**src/rtl/core/tia_ram.sv**
```systemverilog
// tia_ram: generic simple dual-port ram, one write and one registered read port
// no dependencies
`default_nettype none

module tia_ram #(
    parameter int WIDTH = 8,
    parameter int DEPTH = 256
) (
    input  wire logic                     i_clk,
    input  wire logic                     i_we,
    input  wire logic [$clog2(DEPTH)-1:0] i_waddr,
    input  wire logic [WIDTH-1:0]         i_wdata,
    input  wire logic [$clog2(DEPTH)-1:0] i_raddr,
    output logic      [WIDTH-1:0]         o_rdata
);

    logic [WIDTH-1:0] r_mem [DEPTH];
    logic [WIDTH-1:0] r_rdata;

    always_ff @(posedge i_clk) begin
        if (i_we) begin
            r_mem[i_waddr] <= i_wdata;
        end
        r_rdata <= r_mem[i_raddr];
    end

    assign o_rdata = r_rdata;

endmodule

`default_nettype wire

```
**config.mk**
```make
export PLATFORM = sky130hd
export DESIGN_NAME = tia_ram
export DESIGN_NICKNAME = d
export VERILOG_FILES = /design/src/rtl/core/tia_ram.sv
export SDC_FILE = /design/constraint.sdc
export NUM_CORES = 2
export LEC_CHECK = 0
export BUFFER_PORTS_ARGS = -buffer_cell sky130_fd_sc_hd__buf_2
export CORE_UTILIZATION = 40
export CTS_CLUSTER_SIZE = 12
export DETAILED_ROUTE_END_ITERATION = 10
export GPL_TIMING_DRIVEN = 0
export PLACE_DENSITY_LB_ADDON = 0.1
export SETUP_SLACK_MARGIN = 0.1
export SYNTH_ARGS = -nofsm -noshare
export SYNTH_HDL_FRONTEND = slang
export SYNTH_SLANG_ARGS = --single-unit
```
**constraint.sdc**
```tcl
create_clock -name i_clk -period 2.5 [get_ports i_clk]
set_clock_uncertainty 0.1 [all_clocks]
set_input_delay 0.25 -clock i_clk [delete_from_list [all_inputs] [get_ports i_clk]]
set_output_delay 0.25 -clock i_clk [all_outputs]
set_load 0.02 [all_outputs]
```
==> results.py <==
metrics = {
    "power_and_ir_drop": {
        "p_leak_nw": 28.13,
        "p_per_area_nw_per_um2": 784.6,
        "vdd_drop_max_mv": 0.5624,
        "power.total_w": 0.07255,
    },
    "clock_network": {
        "path_clk_slew_ps": 60,
        "clk_latency_ps": 870,
        "cts_buffers": 214,
        "htreeDepth": 4,
        "root_buffer": "clkbuf_16",
        "clock_sinks": 2056,
        "clockBufferDepth": 3,
        "cts_tree": "yes",
    },
    "global_routing": {
        "grtUsageTotal_pct": 26.74,
        "grt_max_degree": 141,
        "grt_antenna_before_repair": 20,
        "grt_pass1_vias": 40728,
        "grt_overflow": 0,
        "grt_first_pass_wirelength_mm": 358.4,
    },
    "drt": {
        "drc": 0,
        "detail-route-antenna-nets": 0,
        "avgViaCountPerCell": 6.065,
        "num_vias": 41432,
        "routedWlPerCell_um": 39.12,
        "drt-initial-drc-count": 6004,
        "dr.pass1.iters": 6,
        "routed_wl_mm": 267.2,
    },
    "placed_design": {
        "gp_congestion": 0.9501,
        "post_dp_cell_area_um2": 83670,
        "dp_slack_ps": -3058,
        "port_buffers": 26,
        "dp_hpwl_mm": 179.7,
    },
    "worst_hold_path": {
        "hold_class": "in -> reg",
        "worst_hold_path.num_cells": 3,
    },
    "timing": {
        "fin_crit_sh_pct": 106.9,
        "worst_slack_ps": -173.2,
        "fmax_mhz": 374.1,
        "tightest_slew_ps": 1354,
        "drv_slew": 0,
        "slew_headroom_pct": 9.375,
        "min_period_ps": 2673,
        "finalHoldViolCount": 0,
        "fin_tns_setup_ps": -844.6,
        "setup_viol": 8,
        "rsz0062_at_grt": "yes",
    },
    "die": {
        "start_util_pct": 40.30,
        "die_area_um2": 200700,
        "row_count": 163,
        "dieWidth_um": 448.0,
        "boundaryPins": 34,
        "coreArea_um2": 197400,
        "fp.dieH_um": 448.0,
    },
    "cells_and_area": {
        "num-fill-cells": 16618,
        "finalInstanceArea_um2": 92470,
        "synthToLayoutAreaGrowth_pct": 16.23,
        "layout-drive-gt1-share_pct": 30.60,
        "nNetsFinal": 4039,
        "final_common_cell": "edfxtp_1",
        "final_cell_mix": "edfxtp_1 (2048), mux4_2 (455), clkbuf_16 (221)",
        "utilization_pct": 46.84,
    },
    "yosys": {
        "synth_fp_nets": 3759,
        "synthCells": 3733,
        "synth_seq_area_share_pct": 77.50,
        "synth-edff-count": 2048,
        "avgSynthCellArea_um2": 21.31,
        "synth_top_flop_cell": "edfxtp_1",
        "syn_area_um2": 79560,
        "synth-seq-cells": 2056,
        "yosys_warnings": 0,
        "ys_types": 55,
        "async_flop_share_pct": 0,
    },
    "worst_setup_path": {
        "worstPathArrival_ps": 3260,
        "end_kind": "register",
        "critPathKind": "reg -> reg",
        "cp_slowest_stage_delay_ps": 510,
        "critPathBufInv": 0,
        "r2r_slack_ps": -170,
        "cp_max_fo": 1,
        "crit_required_ps": 3090,
        "path_delay_family": "compound AO/OA/AOI/OAI gates",
        "cp_num_cells": 6,
        "worst-r2r-cell-count": 6,
        "critPathLaunchType": "register",
        "cpMaxStageDelayCell": "mux4_2",
        "cp_cell_sequence": "mux4_2 > a22o_4 > a221oi_4 > o32ai_4 > nor3_4 > nor4_4",
    },
    "outcome": {
        "status": "complete, but fails checks",
        "violations": "setup timing",
    },
    "job": {
        "cap_violations": 0,
    },
}
[cell usage after synthesis (2+ instances only)]
| cell | instances | area, µm² |
|---|---|---|
| nand3_1 | 34 | 170.2 |
| nand2_1 | 33 | 123.9 |
| nor2b_1 | 31 | 193.9 |
| nand3b_1 | 2 | 15.01 |
| o221ai_1 | 46 | 402.9 |
| buf_8 | 13 | 195.2 |
| a22oi_1 | 133 | 998.5 |
| buf_4 | 27 | 202.7 |
| nand4_1 | 10 | 62.56 |
| buf_6 | 21 | 236.5 |
| a2111oi_1 | 2 | 20.02 |
| a22o_1 | 8 | 70.07 |
| mux4_2 | 454 | 10220 |
| a21oi_1 | 96 | 480.5 |
| a211oi_1 | 16 | 120.1 |
| mux4_1 | 2 | 52.55 |
| nor2_1 | 282 | 1059 |
| dfxtp_1 | 8 | 160.2 |
| nand2b_1 | 8 | 50.05 |
| buf_12 | 8 | 160.2 |
| or2_2 | 4 | 25.02 |
| buf_2 | 31 | 155.2 |
| nor4_1 | 24 | 150.1 |
| o21ai_1 | 2 | 10.01 |
| mux2i_1 | 134 | 1341 |
| o211ai_1 | 10 | 75.07 |
| o21ai_0 | 10 | 50.05 |
| a311oi_1 | 2 | 17.52 |
| and3b_1 | 2 | 17.52 |
| o22a_1 | 5 | 43.79 |
| o32ai_1 | 4 | 35.03 |
| nor3_1 | 22 | 110.1 |
| nor4_2 | 3 | 37.54 |
| and2_1 | 6 | 37.54 |
| edfxtp_1 | 2048 | 61500 |
| a2111oi_0 | 2 | 17.52 |
| a221oi_1 | 13 | 113.9 |
| o22ai_1 | 28 | 175.2 |
| clkbuf_1 | 111 | 416.7 |
| a31oi_1 | 2 | 12.51 |
| buf_1 | 22 | 82.58 |
[worst reg2reg max path: cells and delay by family, from the launching register on]
| family | cells | cell delay, ps |
|---|---|---|
| simple gates | 2 | 550 |
| flops | 1 | 360 |
| compound gates | 3 | 1010 |
| mux | 1 | 510 |
[through the flow]
step / std cells / hold WS (ps)
after CTS: 6820 / 124.3
after floorplan: 3733 / 248.9
after detailed placement: 6422 / 568.5
final: 6831 / 151.3
after global placement: 6399 / 573.6
after global routing: 6826 / 124.4
[registers in the layout, summed over array words and instances, names as in the netlist]
register / cells
r_mem: 2048
o_rdata: 8
[metal layers]
layer	GRT usage [%]	wire length, µm	vias to the layer above
met3	4.882	22390	404
met2	40.00	120400	2120
met4	9.914	10420	4
li1	-	-	16313
met1	39.14	114000	22591
met5	0	27	-
[worst paths after layout]
kind,from,to
hold reg to reg,r_mem[32][5],o_rdata[5]
setup reg to reg,r_mem[82][3],o_rdata[3]
setup / recovery,r_mem[82][3],o_rdata[3]
hold / removal,i_waddr[2],r_mem[157][6]
[kinds of logic (layout without fill, tap and decap cells)]
logic type | count (synthesis) | count (layout) | share of synthesized area [%]
AO/OA/AOI/OAI | 385 | 385 | 3.419
buffers and inverters | 235 | 685 | 1.831
flip-flops | 2056 | 2056 | 77.50
multiplexers | 591 | 591 | 14.62
other | 0 | 8 | 0
AND/OR/NAND/NOR | 466 | 466 | 2.628
[power breakdown]
group          internal, W  switching (W)
clock network       0.0164         0.0134
registers           0.0380      0.0000228
logic              0.00146        0.00327
total               0.0559         0.0167
[cell type report]
| type | count | area [µm²] | share of cell area [%] |
|---|---|---|---|
| antenna | 8 | 20.02 | 0.02165 |
| buffer | 231 | 1978 | 2.139 |
| clock buffer | 293 | 5841 | 6.316 |
| clock inverter | 93 | 538.0 | 0.5818 |
| inverter | 2 | 8.758 | 0.009472 |
| multi-input combinational | 1442 | 18210 | 19.69 |
| sequential | 2056 | 61660 | 66.68 |
| tap | 2640 | 3303 | 3.572 |
| timing repair buffer | 66 | 913.4 | 0.9878 |
[what timing repair did]
| item | in CTS | in global routing |
|---|---|---|
| setup endpoints to repair | 1224 | 849 |
| buffers inserted | 5 | 4 |
| resized for setup | 469 | 173 |
| endpoints found under the hold margin | 702 | 0 |
| hold buffers | 8 | 0 |
| pin swaps | 23 | 18 |
Note: power is estimated with default switching activity, not from simulation.
