===== config.mk =====
export PLATFORM = sky130hd
export DESIGN_NAME = tia_ctrl
export DESIGN_NICKNAME = d
export VERILOG_FILES = /design/src/rtl/core/tia_pkg.sv /design/src/rtl/core/tia_ctrl.sv
export SDC_FILE = /design/constraint.sdc
export NUM_CORES = 1
export LEC_CHECK = 0
export BUFFER_PORTS_ARGS = -buffer_cell sky130_fd_sc_hd__buf_2
export CELL_PAD_IN_SITES_DETAIL_PLACEMENT = 1
export CELL_PAD_IN_SITES_GLOBAL_PLACEMENT = 1
export CORE_MARGIN = 1
export CORE_UTILIZATION = 45
export DETAILED_ROUTE_END_ITERATION = 10
export GPL_TIMING_DRIVEN = 0
export HOLD_SLACK_MARGIN = 0.15
export PLACE_DENSITY_LB_ADDON = 0.1
export SLEW_MARGIN = 15
export SYNTH_ARGS = -nofsm -noshare
export SYNTH_HDL_FRONTEND = slang
export SYNTH_SLANG_ARGS = --single-unit

===== constraint.sdc =====
create_clock -name i_clk -period 5.8 [get_ports i_clk]
set_input_delay 0.87 -clock i_clk [delete_from_list [all_inputs] [get_ports i_clk]]
set_output_delay 0.87 -clock i_clk [all_outputs]
set_load 0.02 [all_outputs]

===== src/rtl/core/tia_pkg.sv =====
// tia_pkg: shared types and constants of the translated index allocator
// no dependencies; used by tia_ctrl and translated_index_allocator
`default_nettype none

package tia_pkg;

    // fixed field widths
    localparam int LOCAL_W = 10;
    localparam int OUT_W   = 9;
    localparam int CAP_W   = 9;

    // apb port shape
    localparam int PADDR_W = 3;
    localparam int PDATA_W = 32;

    // register index, decoded from paddr[2]
    localparam logic REG_CAPACITY = 1'b0;

    localparam logic [CAP_W-1:0] CAP_RESET  = 9'd256;
    localparam logic [OUT_W-1:0] UNASSIGNED = 9'h1FF;

    typedef enum logic [2:0] {
        ST_CLEAR,
        ST_IDLE,
        ST_LOOKUP,
        ST_SCAN,
        ST_DONE
    } t_state;

    // write strobes of the two stores
    typedef struct packed {
        logic map_we;
        logic slot_we;
    } t_mem_ctl;

endpackage

`default_nettype wire


===== src/rtl/core/tia_ctrl.sv =====
// tia_ctrl: sequencer of the allocator (clearing pass, map lookup, slot scan, result)
// depends on tia_pkg; drives the ports of the map and slot rams
`default_nettype none

module tia_ctrl #(
    parameter int SLOTS         = 256,
    parameter int LOCAL_ENTRIES = 1024
) (
    input  wire logic                                i_clk,
    input  wire logic                                i_rst_n,
    input  wire logic                                i_in_valid,
    output logic                                     o_in_ready,
    input  wire logic [tia_pkg::LOCAL_W-1:0]         i_local_index,
    output logic                                     o_out_valid,
    input  wire logic                                i_out_ready,
    output logic      [tia_pkg::OUT_W-1:0]           o_xlat_index,
    input  wire logic [$clog2(SLOTS):0]              i_eff_cap,
    output tia_pkg::t_mem_ctl                        o_mem,
    output logic      [$clog2(LOCAL_ENTRIES)-1:0]    o_map_raddr,
    output logic      [$clog2(LOCAL_ENTRIES)-1:0]    o_map_waddr,
    output logic      [$clog2(SLOTS):0]              o_map_wdata,
    input  wire logic [$clog2(SLOTS):0]              i_map_rdata,
    output logic      [$clog2(SLOTS)-1:0]            o_slot_raddr,
    output logic      [$clog2(SLOTS)-1:0]            o_slot_waddr,
    output logic                                     o_slot_wdata,
    input  wire logic                                i_slot_used
);

    localparam int SW    = $clog2(SLOTS);
    localparam int EW    = SW + 1;
    localparam int LAW   = $clog2(LOCAL_ENTRIES);
    localparam int CLR_N = (LOCAL_ENTRIES > SLOTS) ? LOCAL_ENTRIES : SLOTS;
    localparam int CLW   = $clog2(CLR_N);
    localparam logic [CLW-1:0] CLR_LAST = CLW'(CLR_N - 1);

    tia_pkg::t_state r_state, n_state;

    logic [CLW-1:0]                r_clr;
    logic [LAW-1:0]                r_laddr;
    logic                          r_oor;
    logic [SW-1:0]                 r_cursor;
    logic [SW-1:0]                 r_start;
    logic [SW-1:0]                 r_chk;
    logic [EW-1:0]                 r_left;
    logic [tia_pkg::OUT_W-1:0]     r_res;
    logic                          r_out_valid;
    logic [tia_pkg::OUT_W-1:0]     r_out_data;

    logic [31:0]    w_local_ext;
    logic [LAW-1:0] w_laddr;
    logic           w_oor;
    logic [SW-1:0]  w_start;
    logic [EW-1:0]  w_inc;
    logic [SW-1:0]  w_nxt;
    logic           w_hit;
    logic [31:0]    w_hit_ext;
    logic [31:0]    w_chk_ext;
    logic [31:0]    w_clr_ext;
    logic           w_load;

    assign w_local_ext = 32'(i_local_index);
    assign w_laddr     = w_local_ext[LAW-1:0];
    assign w_oor       = (w_local_ext >= 32'(LOCAL_ENTRIES));

    // scan start, slot 0 when the cursor lies beyond a lowered capacity
    assign w_start = ({1'b0, r_cursor} < i_eff_cap) ? r_cursor : '0;

    // ring successor of the slot being checked
    assign w_inc = {1'b0, r_chk} + EW'(1);
    assign w_nxt = (w_inc >= i_eff_cap) ? '0 : w_inc[SW-1:0];

    assign w_hit     = i_map_rdata[SW];
    assign w_hit_ext = 32'(i_map_rdata[SW-1:0]);
    assign w_chk_ext = 32'(r_chk);
    assign w_clr_ext = 32'(r_clr);

    assign w_load = !r_out_valid || i_out_ready;

    // next state
    always_comb begin
        n_state = r_state;
        unique case (r_state)
            tia_pkg::ST_CLEAR: begin
                if (r_clr == CLR_LAST) begin
                    n_state = tia_pkg::ST_IDLE;
                end
            end
            tia_pkg::ST_IDLE: begin
                if (i_in_valid) begin
                    n_state = tia_pkg::ST_LOOKUP;
                end
            end
            tia_pkg::ST_LOOKUP: begin
                if (r_oor || w_hit) begin
                    n_state = tia_pkg::ST_DONE;
                end else begin
                    n_state = tia_pkg::ST_SCAN;
                end
            end
            tia_pkg::ST_SCAN: begin
                if (!i_slot_used || (r_left == '0)) begin
                    n_state = tia_pkg::ST_DONE;
                end
            end
            tia_pkg::ST_DONE: begin
                if (w_load) begin
                    n_state = tia_pkg::ST_IDLE;
                end
            end
            default: n_state = tia_pkg::ST_CLEAR;
        endcase
    end

    // outputs to the rams and the input handshake
    always_comb begin
        o_in_ready     = 1'b0;
        o_mem.map_we   = 1'b0;
        o_mem.slot_we  = 1'b0;
        o_map_raddr    = w_laddr;
        o_map_waddr    = r_laddr;
        o_map_wdata    = {1'b1, r_chk};
        o_slot_raddr   = w_start;
        o_slot_waddr   = r_chk;
        o_slot_wdata   = 1'b1;
        unique case (r_state)
            tia_pkg::ST_CLEAR: begin
                o_mem.map_we  = (w_clr_ext < 32'(LOCAL_ENTRIES));
                o_mem.slot_we = (w_clr_ext < 32'(SLOTS));
                o_map_waddr   = w_clr_ext[LAW-1:0];
                o_map_wdata   = '0;
                o_slot_waddr  = w_clr_ext[SW-1:0];
                o_slot_wdata  = 1'b0;
            end
            tia_pkg::ST_IDLE: begin
                o_in_ready = 1'b1;
            end
            tia_pkg::ST_LOOKUP: begin
                o_slot_raddr = w_start;
            end
            tia_pkg::ST_SCAN: begin
                o_slot_raddr  = w_nxt;
                o_mem.map_we  = !i_slot_used;
                o_mem.slot_we = !i_slot_used;
            end
            tia_pkg::ST_DONE: begin
                o_in_ready = 1'b0;
            end
            default: o_in_ready = 1'b0;
        endcase
    end

    always_ff @(posedge i_clk) begin
        if (!i_rst_n) begin
            r_state     <= tia_pkg::ST_CLEAR;
            r_clr       <= '0;
            r_cursor    <= '0;
            r_out_valid <= 1'b0;
        end else begin
            r_state <= n_state;

            case (r_state)
                tia_pkg::ST_CLEAR: begin
                    r_clr <= r_clr + CLW'(1);
                end
                tia_pkg::ST_IDLE: begin
                    if (i_in_valid) begin
                        r_laddr <= w_laddr;
                        r_oor   <= w_oor;
                    end
                end
                tia_pkg::ST_LOOKUP: begin
                    r_start <= w_start;
                    r_chk   <= w_start;
                    r_left  <= i_eff_cap - EW'(1);
                    if (r_oor) begin
                        r_res <= tia_pkg::UNASSIGNED;
                    end else begin
                        r_res <= w_hit_ext[tia_pkg::OUT_W-1:0];
                    end
                end
                tia_pkg::ST_SCAN: begin
                    if (!i_slot_used) begin
                        r_res    <= w_chk_ext[tia_pkg::OUT_W-1:0];
                        r_cursor <= w_nxt;
                    end else if (r_left == '0) begin
                        r_res    <= tia_pkg::UNASSIGNED;
                        r_cursor <= r_start;
                    end else begin
                        r_chk  <= w_nxt;
                        r_left <= r_left - EW'(1);
                    end
                end
                default: begin
                end
            endcase

            if ((r_state == tia_pkg::ST_DONE) && w_load) begin
                r_out_valid <= 1'b1;
                r_out_data  <= r_res;
            end else if (r_out_valid && i_out_ready) begin
                r_out_valid <= 1'b0;
            end
        end
    end

    assign o_out_valid  = r_out_valid;
    assign o_xlat_index = r_out_data;

endmodule

`default_nettype wire


==> out/metrics.yaml <==
drc: 0
power_uw: 1421
drive_above_1_share: 0.2550
syn-mean-instance-area_um2: 10.16
cts_sinks: 75
yosysUniqueCellTypes: 46
synthFlopType: "edfxtp_1"
wl_met2_um: 6092
synth_area_leaders: "edfxtp_1, dfxtp_1, nand2_1"
coreArea_um2: 8678
area_growth_pct: 19.98
pin_count: 92
std_cell_rows: 34
grt_pass1_wl_um: 17570
cts_inserted_buffers: 9
p_per_area_nw_per_um2: 296.0
slew_viol_final: 0
die_h_um: 96.30
crit_start: "r_chk[0]"
htreeDepth: 3
cts_max_path_buffers: 2
num_vias: 3359
yosysWarnings: 0
hold_class: "flip-flop to flip-flop"
drt-initial-drc-count: 153
synth_top_area_share: 0.3977
ant_nets: 0
synth_fp_nets: 446
period_share: 0.7593
grt_usage: 0.2633
met3_length_um: 418
worstHoldStart: "r_res[5]"
path_cells: "and3_1 > nand3_1 > nor2_1 > xor2_1 > ha_1 > a21o_1 > a211o_1 > a211oi_4 > a32o_1 > buf_2"
final_util: 0.5532
post_drt_wl_per_cell_um: 19.06
antenna_found_initial: 0
synth_top_area_cell: "edfxtp_1"
cts_resized: 0
relSlewSlack: 0.3949
netlist_top_cells_count: "nand2_1, edfxtp_1, inv_1"
cts.clk_slew.worst_paths_ps: 90
place_congestion: 0.8138
fmax_mhz: 227.1
hold_buffers: 0
syn_area_um2: 4001
critPathLaunchType: "flip-flop"
crit_path_max_fanout: 10
ys_seq_area_frac: 0.5078
clkLatencyLatePin_ps: 350
dieWidth_um: 96.30
ys_seq_elements: 75
yosysMostFrequentCell: "nand2_1"
synthCells: 394
max-cap-violations: 0
routed_wl_um: 11620
io_buffers: 91
post_cts_buffers: 0
synth_enable_flop_cells: 53
reg2reg_from: "r_state[2]"
grt_overflow: 0
rsz0062_at_grt: "false"
nFillCells: 1029
period_needed_ps: 4404
worstPathRequired_ps: 4930
grt_max_degree: 14
cts-root-buf: "clkbuf_8"
cp.arrival_ps: 3530
dp_hpwl_um: 8768
synthArstFlopShare: 0
criticalPathCategory: "flip-flop to primary output"
top_layer_used: "met4"
grt_pass1_vias: 3284
status: "completed"
diodes: 0
dr.pass1.iters: 5
critPathSlowestCell: "edfxtp_1"
worst_pin_slew_ps: 900.2
dieArea_um2: 9273
fin_skew_ps: 18.09
worstSetupEndpointType: "primary output"
initial_core_util: 0.4611
cellLeakagePower_uw: 0.002273
cts_tree: "done"
setup_viol: 0
cpPeakStageDelay_ps: 560
drt-met1-wl_um: 4975
tns_ps: 0
viasPerCell: 5.507
hold_violations: 0
ir_worst_vdd_mv: 0.1413
layout.nets: 549
state kept, by name (all words and copies together), names as in the netlist:
signal        cells
r_state           3
r_start           8
o_out_valid       1
r_laddr          10
r_left            9
r_clr            10
o_xlat_index      9
r_res             9
r_chk             8
r_cursor          8
cell type report:
| class | count | area, µm² | area share |
|---|---|---|---|
| clock buffer | 10 | 127.6 | 0.02658 |
| sequential | 75 | 2032 | 0.4232 |
| tap | 108 | 135.1 | 0.02815 |
| inverter | 28 | 105.1 | 0.02189 |
| buffer | 25 | 145.1 | 0.03023 |
| clock inverter | 6 | 63.81 | 0.01329 |
| timing repair buffer | 92 | 470.5 | 0.09799 |
| multi-input combinational | 266 | 1722 | 0.3586 |
routing by layer:
metal | vias to the layer above | track usage
met5 | - | 0
met4 | 0 | 0.06863
met3 | 13 | 0.05687
met2 | 76 | 0.4639
met1 | 1692 | 0.3257
li1 | 1578 | -
final timing paths:
| check | endpoint | slack, ps | cells after the start |
|---|---|---|---|
| setup reg to reg | r_left[8] | 2290 | 11 |
| hold / removal | o_xlat_index[5] | 430 | 0 |
| setup / recovery | o_slot_raddr[6] | 1400 | 10 |
| hold reg to reg | o_xlat_index[5] | 430 | 0 |
report_power, final:
| group | switching, µW | leakage, µW | internal, µW |
|---|---|---|---|
| registers | 17.5 | 0.000668 | 596 |
| logic | 268 | 0.00151 | 128 |
| clock network | 212 | 0.0000927 | 199 |
stage by stage:
step	worst slack [ps]	area, µm²	instances	hold WS [ps]
3_5_place_dp	1572	4609	594	408.9
2_1_floorplan	2366	4001	394	400.3
5_1_grt	1182	4801	610	432.4
6_report	1396	4801	610	427.2
3_3_place_gp	1594	4592	593	402.1
4_1_cts	1410	4801	610	427.8
critical path, delay by kind of cell (launching register included):
family / cells / cell delay (ps)
AO/OA/AOI/OAI: 4 / 1360
XOR/XNOR: 1 / 270
adder cells (fa/ha/maj): 1 / 310
buffers and inverters: 1 / 190
flip-flops: 1 / 560
AND/OR/NAND/NOR: 3 / 470
cells in the final DEF (no fill, tap or decap), types with 11 or more instances in the layout:
cell      netlist  final
buf_2           2     93
nand2_1        66     66
edfxtp_1       53     53
inv_1          28     28
nor2_1         24     23
dfxtp_1        22     22
ha_1           19     19
and2_1         18     18
xnor2_1        16     16
o21ai_0        15     15
nand3_1        13     13
clkbuf_1       10     11
buf_4          11     11
cell families after synthesis:
family / share of synthesized area
buffers and inverters: 0.06254
muxes: 0.02001
and+or+nand+nor: 0.1826
xor gates and xnor gates: 0.05253
DFF: 0.5078
AOI/OAI and AO/OA: 0.1151
adders and majority gates: 0.05941
Note: power is estimated with default switching activity, not from simulation.
